<file path="src/design/dll_pkg.sv">
// Package for the doubly linked list engine: widths, command and status codes.
// No dependencies.
package dll_pkg;
    localparam int CAPACITY_DEF = 16;
    localparam int MAX_RESULTS = 16;
    localparam int CMD_W = 3;
    localparam int VAL_W = 32;
    localparam int POS_W = 8;
    localparam int ST_W = 3;

    localparam logic [CMD_W-1:0] CMD_INS_HEAD = 3'd0;
    localparam logic [CMD_W-1:0] CMD_INS_TAIL = 3'd1;
    localparam logic [CMD_W-1:0] CMD_INS_POS  = 3'd2;
    localparam logic [CMD_W-1:0] CMD_DELETE   = 3'd3;
    localparam logic [CMD_W-1:0] CMD_READOUT  = 3'd4;

    localparam logic [ST_W-1:0] ST_OK       = 3'd0;
    localparam logic [ST_W-1:0] ST_INVALID  = 3'd1;
    localparam logic [ST_W-1:0] ST_RANGE    = 3'd2;
    localparam logic [ST_W-1:0] ST_EMPTY    = 3'd3;
    localparam logic [ST_W-1:0] ST_NOTFOUND = 3'd4;
    localparam logic [ST_W-1:0] ST_FULL     = 3'd5;

    typedef struct packed {
        logic [CMD_W-1:0]        cmd;
        logic signed [VAL_W-1:0] value;
        logic [POS_W-1:0]        position;
    } cmd_t;

    typedef struct packed {
        logic [ST_W-1:0]         status;
        logic signed [VAL_W-1:0] element;
        logic                    last;
    } res_t;
endpackage

</file>
<file path="src/design/dll_if.sv">
// Valid/ready channel interfaces: one carries a cmd_t payload, the other a res_t payload.
// Depends on dll_pkg for payload types.
interface dll_cmd_if import dll_pkg::*; ();
    logic valid;
    logic ready;
    cmd_t data;
    modport source (output valid, output data, input ready);
    modport sink (input valid, input data, output ready);
endinterface

interface dll_res_if import dll_pkg::*; ();
    logic valid;
    logic ready;
    res_t data;
    modport source (output valid, output data, input ready);
    modport sink (input valid, input data, output ready);
endinterface

</file>
<file path="src/design/doubly_linked_list_engine.sv">
// Doubly linked list engine: a pool of CAPACITY nodes kept in three small RAMs.
// Head and tail inserts go straight from S_IDLE to S_LINK; position insert past
// position 1 and delete walk the list node by node through S_WAIT and S_WALK
// (registered RAM read on the walk), and readout returns one element per node,
// up to the smaller of MAX_RESULTS and CAPACITY. A two-entry command queue decouples the input.
// Depends on dll_pkg, dll_if, dll_front, dll_back and dll_ram.
module doubly_linked_list_engine import dll_pkg::*; #(
    parameter int CAPACITY = CAPACITY_DEF
) (
    input  logic       clk,
    input  logic       rst_n,
    dll_cmd_if.sink    cmd_in,
    dll_res_if.source  res_out
);
    logic q_valid, q_pop;
    cmd_t q_data;

    dll_front u_front (.clk, .rst_n, .cmd_in, .q_valid, .q_data, .q_pop);
    dll_back #(.CAPACITY(CAPACITY)) u_back (
        .clk, .rst_n, .q_valid, .q_data, .q_pop, .res_out);

    a_pop_valid: assert property (@(posedge clk) disable iff (!rst_n) q_pop |-> q_valid)
        else $error("pop from empty queue");
    a_res_hold: assert property (@(posedge clk) disable iff (!rst_n)
        res_out.valid && !res_out.ready |=> res_out.valid)
        else $error("result dropped");
endmodule

</file>
<file path="src/design/dll_ram.sv">
// Generic single-write, single-read RAM with registered read data.
// No dependencies.
module dll_ram #(
    parameter int WIDTH = 8,
    parameter int DEPTH = 16
) (
    input  logic                     clk,
    input  logic                     we,
    input  logic [$clog2(DEPTH)-1:0] waddr,
    input  logic [WIDTH-1:0]         wdata,
    input  logic [$clog2(DEPTH)-1:0] raddr,
    output logic [WIDTH-1:0]         rdata
);
    logic [WIDTH-1:0] mem [DEPTH];

    always_ff @(posedge clk)
    begin
        if (we)
        begin
            mem[waddr] <= wdata;
        end
        rdata <= mem[raddr];
    end
endmodule

</file>
<file path="src/design/dll_front.sv">
// Front end: accepts commands, drops undefined codes, keeps a two-entry queue.
// Depends on dll_pkg and dll_if.
module dll_front import dll_pkg::*; (
    input  logic     clk,
    input  logic     rst_n,
    dll_cmd_if.sink  cmd_in,
    output logic     q_valid,
    output cmd_t     q_data,
    input  logic     q_pop
);
    cmd_t q_reg [2];
    logic [1:0] cnt_reg, cnt_next;
    logic rd_reg, rd_next;
    logic push, legal;

    assign legal = cmd_in.data.cmd <= CMD_READOUT;
    assign cmd_in.ready = cnt_reg != 2'd2;
    assign push = cmd_in.valid && cmd_in.ready && legal;
    assign q_valid = cnt_reg != 2'd0;
    assign q_data = q_reg[rd_reg];

    always_comb
    begin
        cnt_next = cnt_reg + 2'(push) - 2'(q_pop);
        rd_next = rd_reg ^ q_pop;
    end

    always_ff @(posedge clk or negedge rst_n)
    begin
        if (!rst_n)
        begin
            cnt_reg <= 2'd0;
            rd_reg <= 1'b0;
        end
        else
        begin
            cnt_reg <= cnt_next;
            rd_reg <= rd_next;
        end
    end

    always_ff @(posedge clk)
    begin
        if (push)
        begin
            q_reg[rd_reg ^ cnt_reg[0]] <= cmd_in.data;
        end
    end
endmodule

</file>
<file path="src/design/dll_back.sv">
// Back end: walks and edits the node pool, reading one node at a time.
// Depends on dll_pkg, dll_if and dll_ram.
module dll_back import dll_pkg::*; #(
    parameter int CAPACITY = CAPACITY_DEF
) (
    input  logic     clk,
    input  logic     rst_n,
    input  logic     q_valid,
    input  cmd_t     q_data,
    output logic     q_pop,
    dll_res_if.source res_out
);
    localparam int IW = $clog2(CAPACITY + 1);
    localparam int AW = $clog2(CAPACITY);
    localparam logic [IW-1:0] NIL = IW'(CAPACITY);
    localparam int LIM = (MAX_RESULTS < CAPACITY) ? MAX_RESULTS : CAPACITY;

    localparam logic [2:0] S_IDLE = 3'd0;
    localparam logic [2:0] S_WALK = 3'd1;
    localparam logic [2:0] S_WAIT = 3'd2;
    localparam logic [2:0] S_LINK = 3'd3;
    localparam logic [2:0] S_OUT  = 3'd4;

    logic [2:0] state_reg, state_next;
    logic [CAPACITY-1:0] free_reg, free_next;
    logic [IW-1:0] head_reg, head_next, tail_reg, tail_next;
    logic [IW-1:0] count_reg, count_next;
    cmd_t cur_reg, cur_next;
    logic [IW-1:0] node_reg, node_next;
    logic [POS_W-1:0] steps_reg, steps_next;
    logic [IW:0] k_reg, k_next;
    logic rv_reg, rv_next;
    res_t res_reg, res_next;
    logic [IW-1:0] slot;
    logic [IW-1:0] nx_reg, nx_next;

    logic v_we, n_we, p_we, n_we2;
    logic [AW-1:0] v_wa, n_wa, p_wa, raddr;
    logic [VAL_W-1:0] v_wd, v_rd;
    logic [IW-1:0] n_wd, p_wd, n_rd, p_rd;
    logic [AW-1:0] n_wa2;
    logic [IW-1:0] n_wd2;
    logic n_we_m, p_we_m;
    logic [AW-1:0] n_wa_m, p_wa_m;
    logic [IW-1:0] n_wd_m, p_wd_m;

    dll_ram #(.WIDTH(VAL_W), .DEPTH(CAPACITY)) u_val (
        .clk, .we(v_we), .waddr(v_wa), .wdata(v_wd), .raddr(raddr), .rdata(v_rd));
    dll_ram #(.WIDTH(IW), .DEPTH(CAPACITY)) u_next (
        .clk, .we(n_we_m), .waddr(n_wa_m), .wdata(n_wd_m), .raddr(raddr), .rdata(n_rd));
    dll_ram #(.WIDTH(IW), .DEPTH(CAPACITY)) u_prev (
        .clk, .we(p_we_m), .waddr(p_wa_m), .wdata(p_wd_m), .raddr(raddr), .rdata(p_rd));

    always_comb
    begin
        slot = NIL;
        for (int i = CAPACITY - 1; i >= 0; i--)
        begin
            if (free_reg[i])
            begin
                slot = IW'(i);
            end
        end
    end

    assign res_out.valid = rv_reg;
    assign res_out.data = res_reg;
    assign raddr = node_next[AW-1:0];

    always_comb
    begin
        state_next = state_reg;
        free_next = free_reg;
        head_next = head_reg;
        tail_next = tail_reg;
        count_next = count_reg;
        cur_next = cur_reg;
        node_next = node_reg;
        steps_next = steps_reg;
        k_next = k_reg;
        nx_next = nx_reg;
        rv_next = rv_reg && !res_out.ready;
        res_next = res_reg;
        q_pop = 1'b0;
        v_we = 1'b0; n_we = 1'b0; p_we = 1'b0; n_we2 = 1'b0;
        v_wa = slot[AW-1:0]; v_wd = cur_reg.value;
        n_wa = slot[AW-1:0]; n_wd = NIL;
        p_wa = slot[AW-1:0]; p_wd = NIL;
        n_wa2 = '0; n_wd2 = NIL;
        case (state_reg)
            S_IDLE:
            begin
                if (q_valid && !rv_next)
                begin
                    q_pop = 1'b1;
                    cur_next = q_data;
                    res_next.element = q_data.value;
                    res_next.last = 1'b1;
                    res_next.status = ST_OK;
                    case (q_data.cmd)
                        CMD_INS_HEAD, CMD_INS_TAIL:
                        begin
                            if (slot == NIL)
                            begin
                                res_next.status = ST_FULL;
                                rv_next = 1'b1;
                            end
                            else
                            begin
                                node_next = (q_data.cmd == CMD_INS_HEAD) ? NIL : tail_reg;
                                nx_next = (q_data.cmd == CMD_INS_HEAD) ? head_reg : NIL;
                                state_next = S_LINK;
                            end
                        end
                        CMD_INS_POS:
                        begin
                            if (q_data.position == '0)
                            begin
                                res_next.status = ST_INVALID;
                                rv_next = 1'b1;
                            end
                            else if (count_reg >= NIL)
                            begin
                                res_next.status = ST_FULL;
                                rv_next = 1'b1;
                            end
                            else if ({1'b0, q_data.position} > 9'(count_reg) + 9'd1)
                            begin
                                res_next.status = ST_RANGE;
                                rv_next = 1'b1;
                            end
                            else if (q_data.position == 8'd1)
                            begin
                                node_next = NIL;
                                nx_next = head_reg;
                                state_next = S_LINK;
                            end
                            else
                            begin
                                node_next = head_reg;
                                steps_next = q_data.position - 8'd2;
                                state_next = S_WAIT;
                            end
                        end
                        CMD_DELETE, CMD_READOUT:
                        begin
                            if (head_reg == NIL)
                            begin
                                res_next.status = ST_EMPTY;
                                if (q_data.cmd == CMD_READOUT)
                                begin
                                    res_next.element = '0;
                                end
                                rv_next = 1'b1;
                            end
                            else
                            begin
                                node_next = head_reg;
                                k_next = '0;
                                state_next = S_WAIT;
                            end
                        end
                        default: ;
                    endcase
                end
            end
            S_WAIT:
            begin
                state_next = S_WALK;
            end
            S_WALK:
            begin
                case (cur_reg.cmd)
                    CMD_INS_POS:
                    begin
                        if (steps_reg == '0)
                        begin
                            nx_next = n_rd;
                            state_next = S_LINK;
                        end
                        else
                        begin
                            steps_next = steps_reg - 8'd1;
                            node_next = n_rd;
                            state_next = S_WAIT;
                        end
                    end
                    CMD_DELETE:
                    begin
                        if (v_rd == cur_reg.value)
                        begin
                            if (p_rd == NIL) head_next = n_rd;
                            else
                            begin
                                n_we = 1'b1; n_wa = p_rd[AW-1:0]; n_wd = n_rd;
                            end
                            if (n_rd == NIL) tail_next = p_rd;
                            else
                            begin
                                p_we = 1'b1; p_wa = n_rd[AW-1:0]; p_wd = p_rd;
                            end
                            free_next[node_reg[AW-1:0]] = 1'b1;
                            count_next = count_reg - IW'(1);
                            res_next.status = ST_OK;
                            rv_next = 1'b1;
                            state_next = S_IDLE;
                        end
                        else if (n_rd == NIL)
                        begin
                            res_next.status = ST_NOTFOUND;
                            rv_next = 1'b1;
                            state_next = S_IDLE;
                        end
                        else
                        begin
                            node_next = n_rd;
                            state_next = S_WAIT;
                        end
                    end
                    default:
                    begin
                        state_next = S_OUT;
                    end
                endcase
            end
            S_OUT:
            begin
                if (!rv_next)
                begin
                    res_next.status = ST_OK;
                    res_next.element = v_rd;
                    res_next.last = (n_rd == NIL) || (k_reg == (IW+1)'(LIM - 1));
                    rv_next = 1'b1;
                    k_next = k_reg + (IW+1)'(1);
                    node_next = n_rd;
                    state_next = res_next.last ? S_IDLE : S_WAIT;
                end
            end
            S_LINK:
            begin
                v_we = 1'b1;
                n_we = 1'b1; n_wd = nx_reg;
                p_we = 1'b1; p_wd = node_reg;
                if (node_reg == NIL) head_next = slot;
                else
                begin
                    n_we2 = 1'b1; n_wa2 = node_reg[AW-1:0]; n_wd2 = slot;
                end
                if (nx_reg == NIL) tail_next = slot;
                free_next[slot[AW-1:0]] = 1'b0;
                count_next = count_reg + IW'(1);
                res_next.status = ST_OK;
                rv_next = 1'b1;
                state_next = S_IDLE;
            end
            default:
            begin
                state_next = S_IDLE;
            end
        endcase
    end

    // Second write to the same pools is done in the cycle after linking.
    logic pend_reg;
    logic [AW-1:0] pend_a_reg;
    logic [IW-1:0] pend_d_reg;
    logic pv_pend_reg;
    logic [AW-1:0] pv_a_reg;
    logic [IW-1:0] pv_d_reg;

    always_ff @(posedge clk or negedge rst_n)
    begin
        if (!rst_n)
        begin
            state_reg <= S_IDLE;
            free_reg <= '1;
            head_reg <= NIL;
            tail_reg <= NIL;
            count_reg <= '0;
            rv_reg <= 1'b0;
            pend_reg <= 1'b0;
            pv_pend_reg <= 1'b0;
        end
        else
        begin
            state_reg <= state_next;
            free_reg <= free_next;
            head_reg <= head_next;
            tail_reg <= tail_next;
            count_reg <= count_next;
            rv_reg <= rv_next;
            pend_reg <= n_we2;
            pv_pend_reg <= (state_reg == S_LINK) && (nx_reg != NIL);
        end
    end

    always_ff @(posedge clk)
    begin
        cur_reg <= cur_next;
        node_reg <= node_next;
        steps_reg <= steps_next;
        k_reg <= k_next;
        nx_reg <= nx_next;
        res_reg <= res_next;
        pend_a_reg <= n_wa2;
        pend_d_reg <= n_wd2;
        pv_a_reg <= nx_reg[AW-1:0];
        pv_d_reg <= slot;
    end

    // Deferred link fixups are merged into the next and prev RAM write ports.
    logic fix_n_we, fix_p_we;
    assign fix_n_we = pend_reg;
    assign fix_p_we = pv_pend_reg;

    // Merge: deferred writes take priority over the main path and land in S_IDLE,
    // which always follows S_LINK and writes no RAM, so there is no clash.
    always_comb
    begin
        if (fix_n_we)
        begin
            n_we_m = 1'b1; n_wa_m = pend_a_reg; n_wd_m = pend_d_reg;
        end
        else
        begin
            n_we_m = n_we; n_wa_m = n_wa; n_wd_m = n_wd;
        end
        if (fix_p_we)
        begin
            p_we_m = 1'b1; p_wa_m = pv_a_reg; p_wd_m = pv_d_reg;
        end
        else
        begin
            p_we_m = p_we; p_wa_m = p_wa; p_wd_m = p_wd;
        end
    end
endmodule

</file>
<file path="src/flat_wrapper.sv">
// flat-port wrapper written by rule: the top's interface ports become plain ports
module doubly_linked_list_engine_flat import dll_pkg::*;
#(
    parameter int CAPACITY = CAPACITY_DEF
)
  (clk, rst_n, cmd_in_valid, cmd_in_data, cmd_in_ready, res_out_valid, res_out_data, res_out_ready);
  dll_cmd_if cmd_in_i ();
  dll_res_if res_out_i ();
  input  logic clk;
  input  logic rst_n;
  input wire logic [$bits(cmd_in_i.valid)-1:0] cmd_in_valid;
  input wire logic [$bits(cmd_in_i.data)-1:0] cmd_in_data;
  output wire logic [$bits(cmd_in_i.ready)-1:0] cmd_in_ready;
  output wire logic [$bits(res_out_i.valid)-1:0] res_out_valid;
  output wire logic [$bits(res_out_i.data)-1:0] res_out_data;
  input wire logic [$bits(res_out_i.ready)-1:0] res_out_ready;
  assign cmd_in_i.valid = cmd_in_valid;
  assign cmd_in_i.data = cmd_in_data;
  assign cmd_in_ready = cmd_in_i.ready;
  assign res_out_valid = res_out_i.valid;
  assign res_out_data = res_out_i.data;
  assign res_out_i.ready = res_out_ready;
  doubly_linked_list_engine #(.CAPACITY(CAPACITY)) u_core (.clk(clk), .rst_n(rst_n), .cmd_in(cmd_in_i), .res_out(res_out_i));
endmodule
</file>
<file path="config.mk">
export PLATFORM = sky130hd
export DESIGN_NAME = doubly_linked_list_engine_flat
export DESIGN_NICKNAME = d
export VERILOG_FILES = /design/src/design/dll_pkg.sv /design/src/design/dll_if.sv /design/src/design/doubly_linked_list_engine.sv /design/src/design/dll_ram.sv /design/src/design/dll_front.sv /design/src/design/dll_back.sv /design/src/flat_wrapper.sv
export SDC_FILE = /design/constraint.sdc
export NUM_CORES = 1
export LEC_CHECK = 0
export ABC_AREA = 1
export BUFFER_PORTS_ARGS = -buffer_cell sky130_fd_sc_hd__buf_2
export CORE_MARGIN = 2
export CORE_UTILIZATION = 59
export DETAILED_ROUTE_END_ITERATION = 7
export PLACE_DENSITY = 0.73
export SLEW_MARGIN = 20
export SYNTH_ARGS = -nofsm -noshare
export SYNTH_HDL_FRONTEND = slang
export SYNTH_HIERARCHICAL = 1
export SYNTH_SLANG_ARGS = --single-unit
</file>
<file path="constraint.sdc">
create_clock -name clk -period 8.67 [get_ports clk]
set_input_delay 0.867 -clock clk [delete_from_list [all_inputs] [get_ports clk]]
set_output_delay 0.867 -clock clk [all_outputs]
set_load 0.005 [all_outputs]
</file>
Yosys cells after proc, flatten, opt, wreduce, memory -nomap -nowiden:

Memory sizes are Yosys's and may differ from the RTL's. A register that Yosys moved wholly into a read port is not among the register bits.
Cells that the tools add are included.

* register bits after elaboration: 153
* bits in writable memories: 758
* bits of input ports: 47
* output and inout port bits: 38
* logic and storage cells: 296
* memories: 4

Memory list
* u_core.u_back.u_val.mem: words 16, bits a word 32, read ports 1, clocked after memory_dff 1, wr ports 1, RTL line dll_ram.sv:14 `logic [WIDTH-1:0] mem [DEPTH];`
* u_core.u_front.q_reg: words 2, bits a word 43, read ports 1, clocked after memory_dff 0, wr ports 1, RTL line dll_front.sv:11 `cmd_t q_reg [2];`
* u_core.u_back.u_next.mem: words 16, bits a word 5, read ports 1, clocked after memory_dff 1, wr ports 1, RTL line dll_ram.sv:14
* u_core.u_back.u_prev.mem: words 16, bits a word 5, read ports 1, clocked after memory_dff 1, wr ports 1, RTL line dll_ram.sv:14

* add/sub/neg operators: 8
* magnitude comparators: 7
* equality and inequality tests: 52
* multiplexer cells: 160
* bitwise operators: 6
* reduce and logical (&&, ||, !) cells: 35

Operators by type and width (count)
* 5-bit two-way mux: 55
* 5-bit one-hot mux with 2 select lines: 8
* 36-bit two-way mux: 2
* 33-bit one-hot mux with 2 select lines: 1
* 32-bit two-way mux: 2
* 8-bit two-way mux: 8
* 3-bit two-way mux: 14
* 4-bit two-way mux: 10
* 1-bit two-way mux: 34
* 34-bit two-way mux: 1
* 32-bit == test: 1
* 16-bit two-way mux: 2
* 16-bit one-hot mux with 2 select lines: 1
* 5-bit == test (second input constant): 6
* 2-bit != test (second input constant): 15
* 3-bit != test (second input constant): 10
* 5-bit one-hot mux with 3 select lines: 2
* 6-bit two-way mux: 4
* 3-bit one-hot mux with 4 select lines: 2
* 5-bit AND reduction: 4
* 3-bit by 2-bit == test with 1-bit output (second input constant): 6
* 3-bit one-hot mux with 3 select lines: 2
* 16-bit AND: 1
* 8-bit logical NOT: 2
* other kinds (46): 75

Logic depth before layout (Yosys ltp):

Gate-level depths: netlist of the first run.

* depth after elaboration: 23
* gate-level depth with buffers: 30
* mapped depth without buffers: 25

Hierarchy:

Netlist of the first run, hierarchy kept.

Modules (own cells, without submodules)
* dll_ram at u_core.u_back.u_val: times used 1, cells each 2120, area each 22730.6 um^2, sequential area each 16015.4 um^2
* dll_back: times used 1, cells each 1170, area each 8973.6 um^2, sequential area each 4121.5 um^2
* dll_ram at u_core.u_back.u_next ...: times used 2, cells each 355, area each 3733.6 um^2, sequential area each 2502.4 um^2
* dll_front: times used 1, cells each 252, area each 3390.8 um^2, sequential area each 2657.5 um^2

Worst setup path before layout of the first run:

No wires, ideal clock.

* path type: in2reg
* start point: input port res_out_ready
* end point: register u_core.u_front.cnt_reg[1]
* library setup time: 0.116 ns
* arrival time: 3.471 ns
* data required time: 8.554 ns
* setup slack: 5.082 ns
* cell stages on the path: 10
* buffers on the path: 0
* path through: nor2_2 -> inv_1 -> nand2_1 -> nor2_1 -> ha_1 -> inv_1 -> ha_1 -> inv_1 -> nand2_1 -> nand2_1

* word-level cells in the longest chain between the ends: 7

Ends and longest elaborated chain
* from (decl): RTL line flat_wrapper.sv:16 `input wire logic [$bits(res_out_i.ready)-1:0] res_out_ready;`
* 1-bit logical NOT: RTL line dll_back.sv:82 `rv_next = rv_reg && !res_out.ready;`
* 1-bit logical AND: RTL line dll_back.sv:82
* 1-bit logical NOT
* 1-bit logical AND: RTL line dll_back.sv:93 `if (q_valid && !rv_next)`
* 1-bit two-way mux: RTL line dll_back.sv:93
* 1-bit two-way mux: RTL line dll_back.sv:90 `case (state_reg)`
* net u_core.q_pop: RTL line doubly_linked_list_engine.sv:15 `logic q_valid, q_pop;`
* 2-bit by 1-bit subtractor with 2-bit output: RTL line dll_front.sv:24 `cnt_next = cnt_reg + 2'(push) - 2'(q_pop);`
* net u_core.u_front.cnt_next[1]: RTL line dll_front.sv:12 `logic [1:0] cnt_reg, cnt_next;`
* to (signal assigned): RTL line dll_front.sv:37 `cnt_reg <= cnt_next;`
* to (decl): RTL line dll_front.sv:12

The timed path passes the listed nets, and every way through them passes these cells.
A chain may end at the register's enable or synchronous reset.

==> results of run 1 <==
[final cells by class]
cell class | count | area, sq um | area share
sequential | 953 | 27800 | 0.596
multi-input combinational | 2388 | 11000 | 0.235
inverter | 732 | 2770 | 0.0594
clock buffer | 128 | 2610 | 0.0560
tap | 950 | 1190 | 0.0255
timing repair buffer | 127 | 771 | 0.0165
clock inverter | 50 | 537 | 0.0115
antenna | 1 | 2.50 | 0.0000536
[metal layers]
layer / up-vias / global-route usage / share of wire
met5: - / 0 / 0
met3: 201 / 0.0500 / 0.11
met2: 1555 / 0.446 / 0.46
met1: 14100 / 0.418 / 0.41
li1: 13900 / - / -
met4: 0 / 0.0891 / 0.025
[cell families (layout without fill, tap and decap cells)]
family / after synthesis / after routing / share of synthesized area
AOI/OAI and AO/OA: 206 / 206 / 0.0260
adders and majority gates: 17 / 17 / 0.00517
DFF: 953 / 953 / 0.653
and+or+nand+nor: 2122 / 2122 / 0.214
buffers and inverters: 911 / 1037 / 0.0927
xor gates and xnor gates: 43 / 43 / 0.00885
other: 0 / 1 / 0
[worst paths after layout]
kind,startpoint,end,cells after the start
min in group clk,cmd_in_data[8],u_core/u_front/q_reg[1][8],1
hold / removal,rst_n,u_core/u_front/cnt_reg[0],1
setup reg to reg,u_core/u_front/rd_reg,u_core/u_back/u_val/rdata[15],16
setup / recovery,u_core/u_front/rd_reg,u_core/u_back/u_val/rdata[15],16
hold reg to reg,u_core/u_back/nx_reg[0],u_core/u_back/pv_a_reg[0],0
max in group asynchronous,rst_n,u_core/u_front/rd_reg,1
[through the flow]
stage	util	hold slack, ns
final	0.653	0.208
after detailed placement	0.608	0.389
after CTS	0.652	0.349
after global placement	0.608	0.388
after floorplan	-	0.371
after global routing	0.652	0.245
[cell usage in the layout (no fill, tap or decap), types with 3 or more instances in the layout]
cell type / n
o21ai_0: 103
edfxtp_1: 849
ha_1: 16
nand3_1: 606
nand2_4: 3
nor3_1: 10
clkinv_2: 19
nor2_4: 23
clkbuf_1: 24
nor2_2: 7
inv_1: 662
buf_2: 83
a21oi_1: 47
nand4_1: 31
nor2_1: 159
a211oi_1: 4
and2_1: 4
nand2_1: 1214
dfrtp_1: 21
nand3b_1: 9
xor2_1: 19
o211ai_1: 13
clkbuf_8: 7
a31oi_1: 8
inv_2: 64
clkbuf_16: 97
nand2_2: 43
o21ai_1: 22
bufinv_16: 8
clkinv_1: 16
buf_4: 42
xnor2_1: 24
inv_8: 3
dfstp_2: 18
dfxtp_1: 64
==> flow_summary_export.csv, run 1 <==
group,metric,value,unit
outcome,status,"complete, no violations",
timing,worstMarginPinSlew,1.19,ns
placement,pre_cts_slack,3.05,ns
critical_path,crit_buf_inv,5,
critical_path,cp.required,9.24,ns
floorplanning,core_area,0.0715,sq mm
finish,post_route_cells_drive_above_1_share,0.0998,
global_routing,grt-ovfl-total,0,
clocking,holdBufCountCts,0,
placement,gp_congestion,0.928,
timing,final_hold_viol_count,0,
finish,area_delta_synth_final,9.60,%
timing,period_share,0.667,
global_routing,grt_max_degree,205,
clocking,htreeDepth,3,
finish,fin_cells,5329,
clocking,post-cts-setup-buffer-count,0,
critical_path,end_kind,"register",
placement,numPortBuffers,84,
yosys,synthTopCellsByCount,"1214 x nand2_1, 849 x edfxtp_1, 664 x inv_1, 606 x nand3_1, 179 x nor2_1",
global_routing,grt_pass1_wl,163,mm
global_routing,grt_antenna_before_repair,1,
route,first_pass_iters,6,
clocking,cts-resized-gates,0,
clocking,cts_made_buffers,95,
yosys,syn_area,0.0426,sq mm
yosys,synth_seq_area_share,0.653,
yosys,yosysMostFrequentCell,"nand2_1",
clocking,cts_root_buf,"clkbuf_16",
yosys,yosysTopAreaCell,"edfxtp_1",
yosys,postSynthAreaPerCell,10.0,sq um
route,first_iter_violations,3709,
timing,setup_slack,2.89,ns
timing,setup_violations,0,
yosys,synthesis.instances,4252,
floorplanning,die_height,273,um
yosys,ys_ff_latch,953,
critical_path,path_cells,"buf_4, o21ai_0, nor2_1, inv_1, nor2_1, o21ai_0, o211ai_1, nand3_1, nand2_1, nand4_1, buf_4, inv_2, buf_4, nand3_1, nand3_1, nand2_1",
finish,fin_area,0.0466,sq mm
timing,grt_setup_unrepaired,"no",
finish,largest_reg_flops,512,
critical_path,crit_type,"reg2reg",
clocking,clk_pin_slew,0.07,ns
global_routing,grt_pass1_vias,28100,
yosys,syn_nets,4316,
floorplanning,die_x,273,um
route,drc,0,
placement,place_area,0.0435,sq mm
placement,dp_hpwl,61.1,mm
flow_run,maxCapViolations,0,
yosys,ys_async_sr_fraction,0.0420,
critical_path,slowest_delay,0.99,ns
clocking,tritoncts,"yes",
global_routing,grt_usage,0.287,
critical_path,path_delay_family,"buffers and inverters",
placement,dpl.cell_count,5150,
route,vias,29800,
clocking,clkLatencyLatePin,0.68,ns
yosys,synth_top_area_frac,0.599,
floorplanning,core.rowCount,98,
yosys,ys.flop_type,"edfxtp_1",
finish,final_net_count,4361,
min_path,hold_class,"in2async",
yosys,synth_cell_types,52,
timing,finClkSkew,0.0475,ns
floorplanning,die_area,0.0743,sq mm
critical_path,reg2reg_slack,2.89,ns
timing,slew-limit-headroom,0.207,
finish,fillers,5437,
timing,maxSlewViolCount,0,
timing,timing.fmax,0.173,GHz
timing,layout_min_cycle_time,5.78,ns
critical_path,crit_arrival,6.35,ns
clocking,cts.sinks,953,
yosys,synth-warning-count,6,
yosys,synth.area.top_cells,"edfxtp_1 60%, nand2_1 11%, nand3_1 7.1%",
critical_path,critPathMaxFanout,66,
floorplanning,start_util,0.595,
clocking,clock_path_buffers,3,
route,viasPerCell,5.59,
critical_path,cp-start-kind,"register",
timing,tns,0,ns
yosys,synth_edf_count,849,
route,drtAntennaViolNets,0,
floorplanning,ioPinCount,85,
route,wirelength,107,mm
route,wl_per_cell,20.0,um
critical_path,crit_slowest_cell,"dfrtp_2",
Power of run 1 is not shown: default switching activity piles up to over one toggle a cycle in this logic, so the estimate is an artifact.
==> run 2, diff against run 1 <==
- CORE_UTILIZATION: 59 -> 57
- clock period: 8.67 -> 4.8 ns (I/O delays scaled with it)
==> run 2 against run 1 <==
  * Worst hold slack worse by 0.17 ns
  * Flip-flop and latch count did not move
  * Design area rose by 1.7%
  * Setup slack got worse by 2.4 ns
  * Sequential share of layout area decreased by 1.0 points
  * First-iteration DRC count decreased by 6.1%
  * Utilization is 1.3 points lower
  * Via count up 1.0%
  * Fmax rose by 35%
  * Non-clock buffer count grew 58
  * Critical path depth grew 1
  * Register-to-register slack lost 2.4 ns
  * Critical path type unchanged
  * Largest cell class unchanged
==> flow_summary_export.csv, run 2 (synthesized netlist as in run 1, its figures left out) <==
group,metric,value,unit
outcome,status,"complete, no violations",
critical_path,end_kind,"register",
timing,finClkSkew,0.0520,ns
clocking,clock_path_buffers,3,
finish,area_delta_synth_final,11.5,%
clocking,htreeDepth,3,
timing,maxSlewViolCount,0,
global_routing,grt_usage,0.280,
timing,final_hold_viol_count,0,
floorplanning,core.rowCount,100,
critical_path,cp-start-kind,"register",
placement,dp_hpwl,64.4,mm
global_routing,grt_antenna_before_repair,0,
timing,grt_setup_unrepaired,"no",
floorplanning,die_x,277,um
floorplanning,die_height,277,um
global_routing,grt_max_degree,119,
clocking,cts.sinks,953,
clocking,cts_root_buf,"clkbuf_16",
placement,numPortBuffers,84,
timing,slew-limit-headroom,0.288,
timing,setup_violations,0,
timing,worstMarginPinSlew,1.06,ns
floorplanning,core_area,0.0742,sq mm
global_routing,grt_pass1_vias,28700,
floorplanning,ioPinCount,85,
timing,tns,0,ns
route,first_iter_violations,3481,
route,drtAntennaViolNets,0,
critical_path,critPathMaxFanout,68,
route,drc,0,
clocking,clk_pin_slew,0.06,ns
finish,final_common_cell,"nand2_1",
floorplanning,start_util,0.574,
flow_run,maxCapViolations,0,
critical_path,slowest_delay,0.67,ns
critical_path,crit_slowest_cell,"dfrtp_2",
placement,gp_congestion,0.910,
critical_path,path_cells,"o21ai_0, nor2_1, inv_1, nor2_1, o21ai_0, o211ai_1, nand3_1, nand2_1, nand4_1, buf_4, inv_8, buf_4, nand2_1, nand3_1, nand3_1, nand3_1, nand2_1",
critical_path,cp_common_cell,"nand3_1",
finish,post_route_cells_drive_above_1_share,0.106,
min_path,hold_class,"in2reg",
clocking,tritoncts,"yes",
route,wl_per_cell,20.0,um
global_routing,grt-ovfl-total,0,
critical_path,crit_type,"reg2reg",
clocking,clkLatencyLatePin,0.68,ns
route,vias,30100,
finish,diodes,0,
floorplanning,die_area,0.0769,sq mm
timing,layout_min_cycle_time,4.27,ns
route,wirelength,108,mm
finish,final_net_count,4418,
critical_path,cp.required,5.36,ns
global_routing,met2_usage,0.436,
route,first_pass_iters,5,
clocking,cts_made_buffers,94,
timing,timing.fmax,0.234,GHz
timing,period_share,0.889,
critical_path,crit_arrival,4.83,ns
global_routing,grt_pass1_wl,165,mm
global_routing,grtUsageMet3,0.0528,
global_routing,grtUsageMet1,0.397,
global_routing,busiest_layer,"met2",
route,viasPerCell,5.57,
finish,largest_reg_flops,512,
finish,final_cell_mix,"1214 x nand2_1, 849 x edfxtp_1, 662 x inv_1, 606 x nand3_1, 159 x nor2_1",
## run 2: cell count changes in the layout (fill, tap and decap cells not counted), moves of 2 or more
cell | before | now
buf_12 | 2 | 16
buf_4 | 42 | 55
bufinv_16 | 8 | 14
clkbuf_1 | 24 | 21
clkbuf_16 | 97 | 95
clkbuf_8 | 7 | 5
clkinv_1 | 16 | 13
clkinvlp_4 | 2 | 5
dlygate4sd3_1 | 0 | 30
## run 2: through the flow
stage                     instance area, sq um   util  std cells  hold WS (ns)  setup WS (ns)
after global routing                     47500  0.640       5405        0.0276          0.215
after detailed placement                 43900  0.592       5197         0.395          0.659
after global placement                   43900  0.592       5197         0.384          0.677
after CTS                                47500  0.640       5405       0.00542          0.670
after floorplan                          42600      -       4252         0.184           1.31
final                                    47500  0.640       5405        0.0368          0.534
## run 2: cell type report
class | count | area [sq um]
clock buffer | 121 | 2520
multi-input combinational | 2388 | 11000
tap | 969 | 1210
clock inverter | 57 | 734
timing repair buffer | 185 | 1450
fill | 5637 | 26700
sequential | 953 | 27800
inverter | 732 | 2770
## run 2: routing by layer
metal,share of wire,routed length (um)
met3,0.11,11600
met5,0,0
met4,0.029,3100
met2,0.46,50000
met1,0.40,43600
## run 2: worst paths after layout
check                                         from                            end  slack, ns  cells past startpoint
max in group asynchronous                    rst_n          u_core/u_front/rd_reg       3.56                      2
max reg2reg                  u_core/u_front/rd_reg  u_core/u_back/u_val/rdata[28]       0.53                     17
min in group asynchronous                    rst_n     u_core/u_back/count_reg[0]       0.53                      2
min reg2reg                u_core/u_back/nx_reg[0]      u_core/u_back/pv_a_reg[0]       0.41                      0
max                          u_core/u_front/rd_reg  u_core/u_back/u_val/rdata[28]       0.53                     17
min                                cmd_in_data[31]    u_core/u_front/q_reg[0][31]       0.04                      1
## run 2: repair_timing
item                      4_1_cts  5_1_grt
setup buffers                   0        0
hold endpoints to repair       73        0
gates resized for setup         0        0
hold buffers                   30        0
## run 2: critical path: cells and delay by family (launching register included)
family	cells	cell delay (ns)
simple gates	10	1.62
buf+inv	4	1.16
flops	1	0.67
compound gates	3	0.62
Power of run 2 is left out for the same reason.
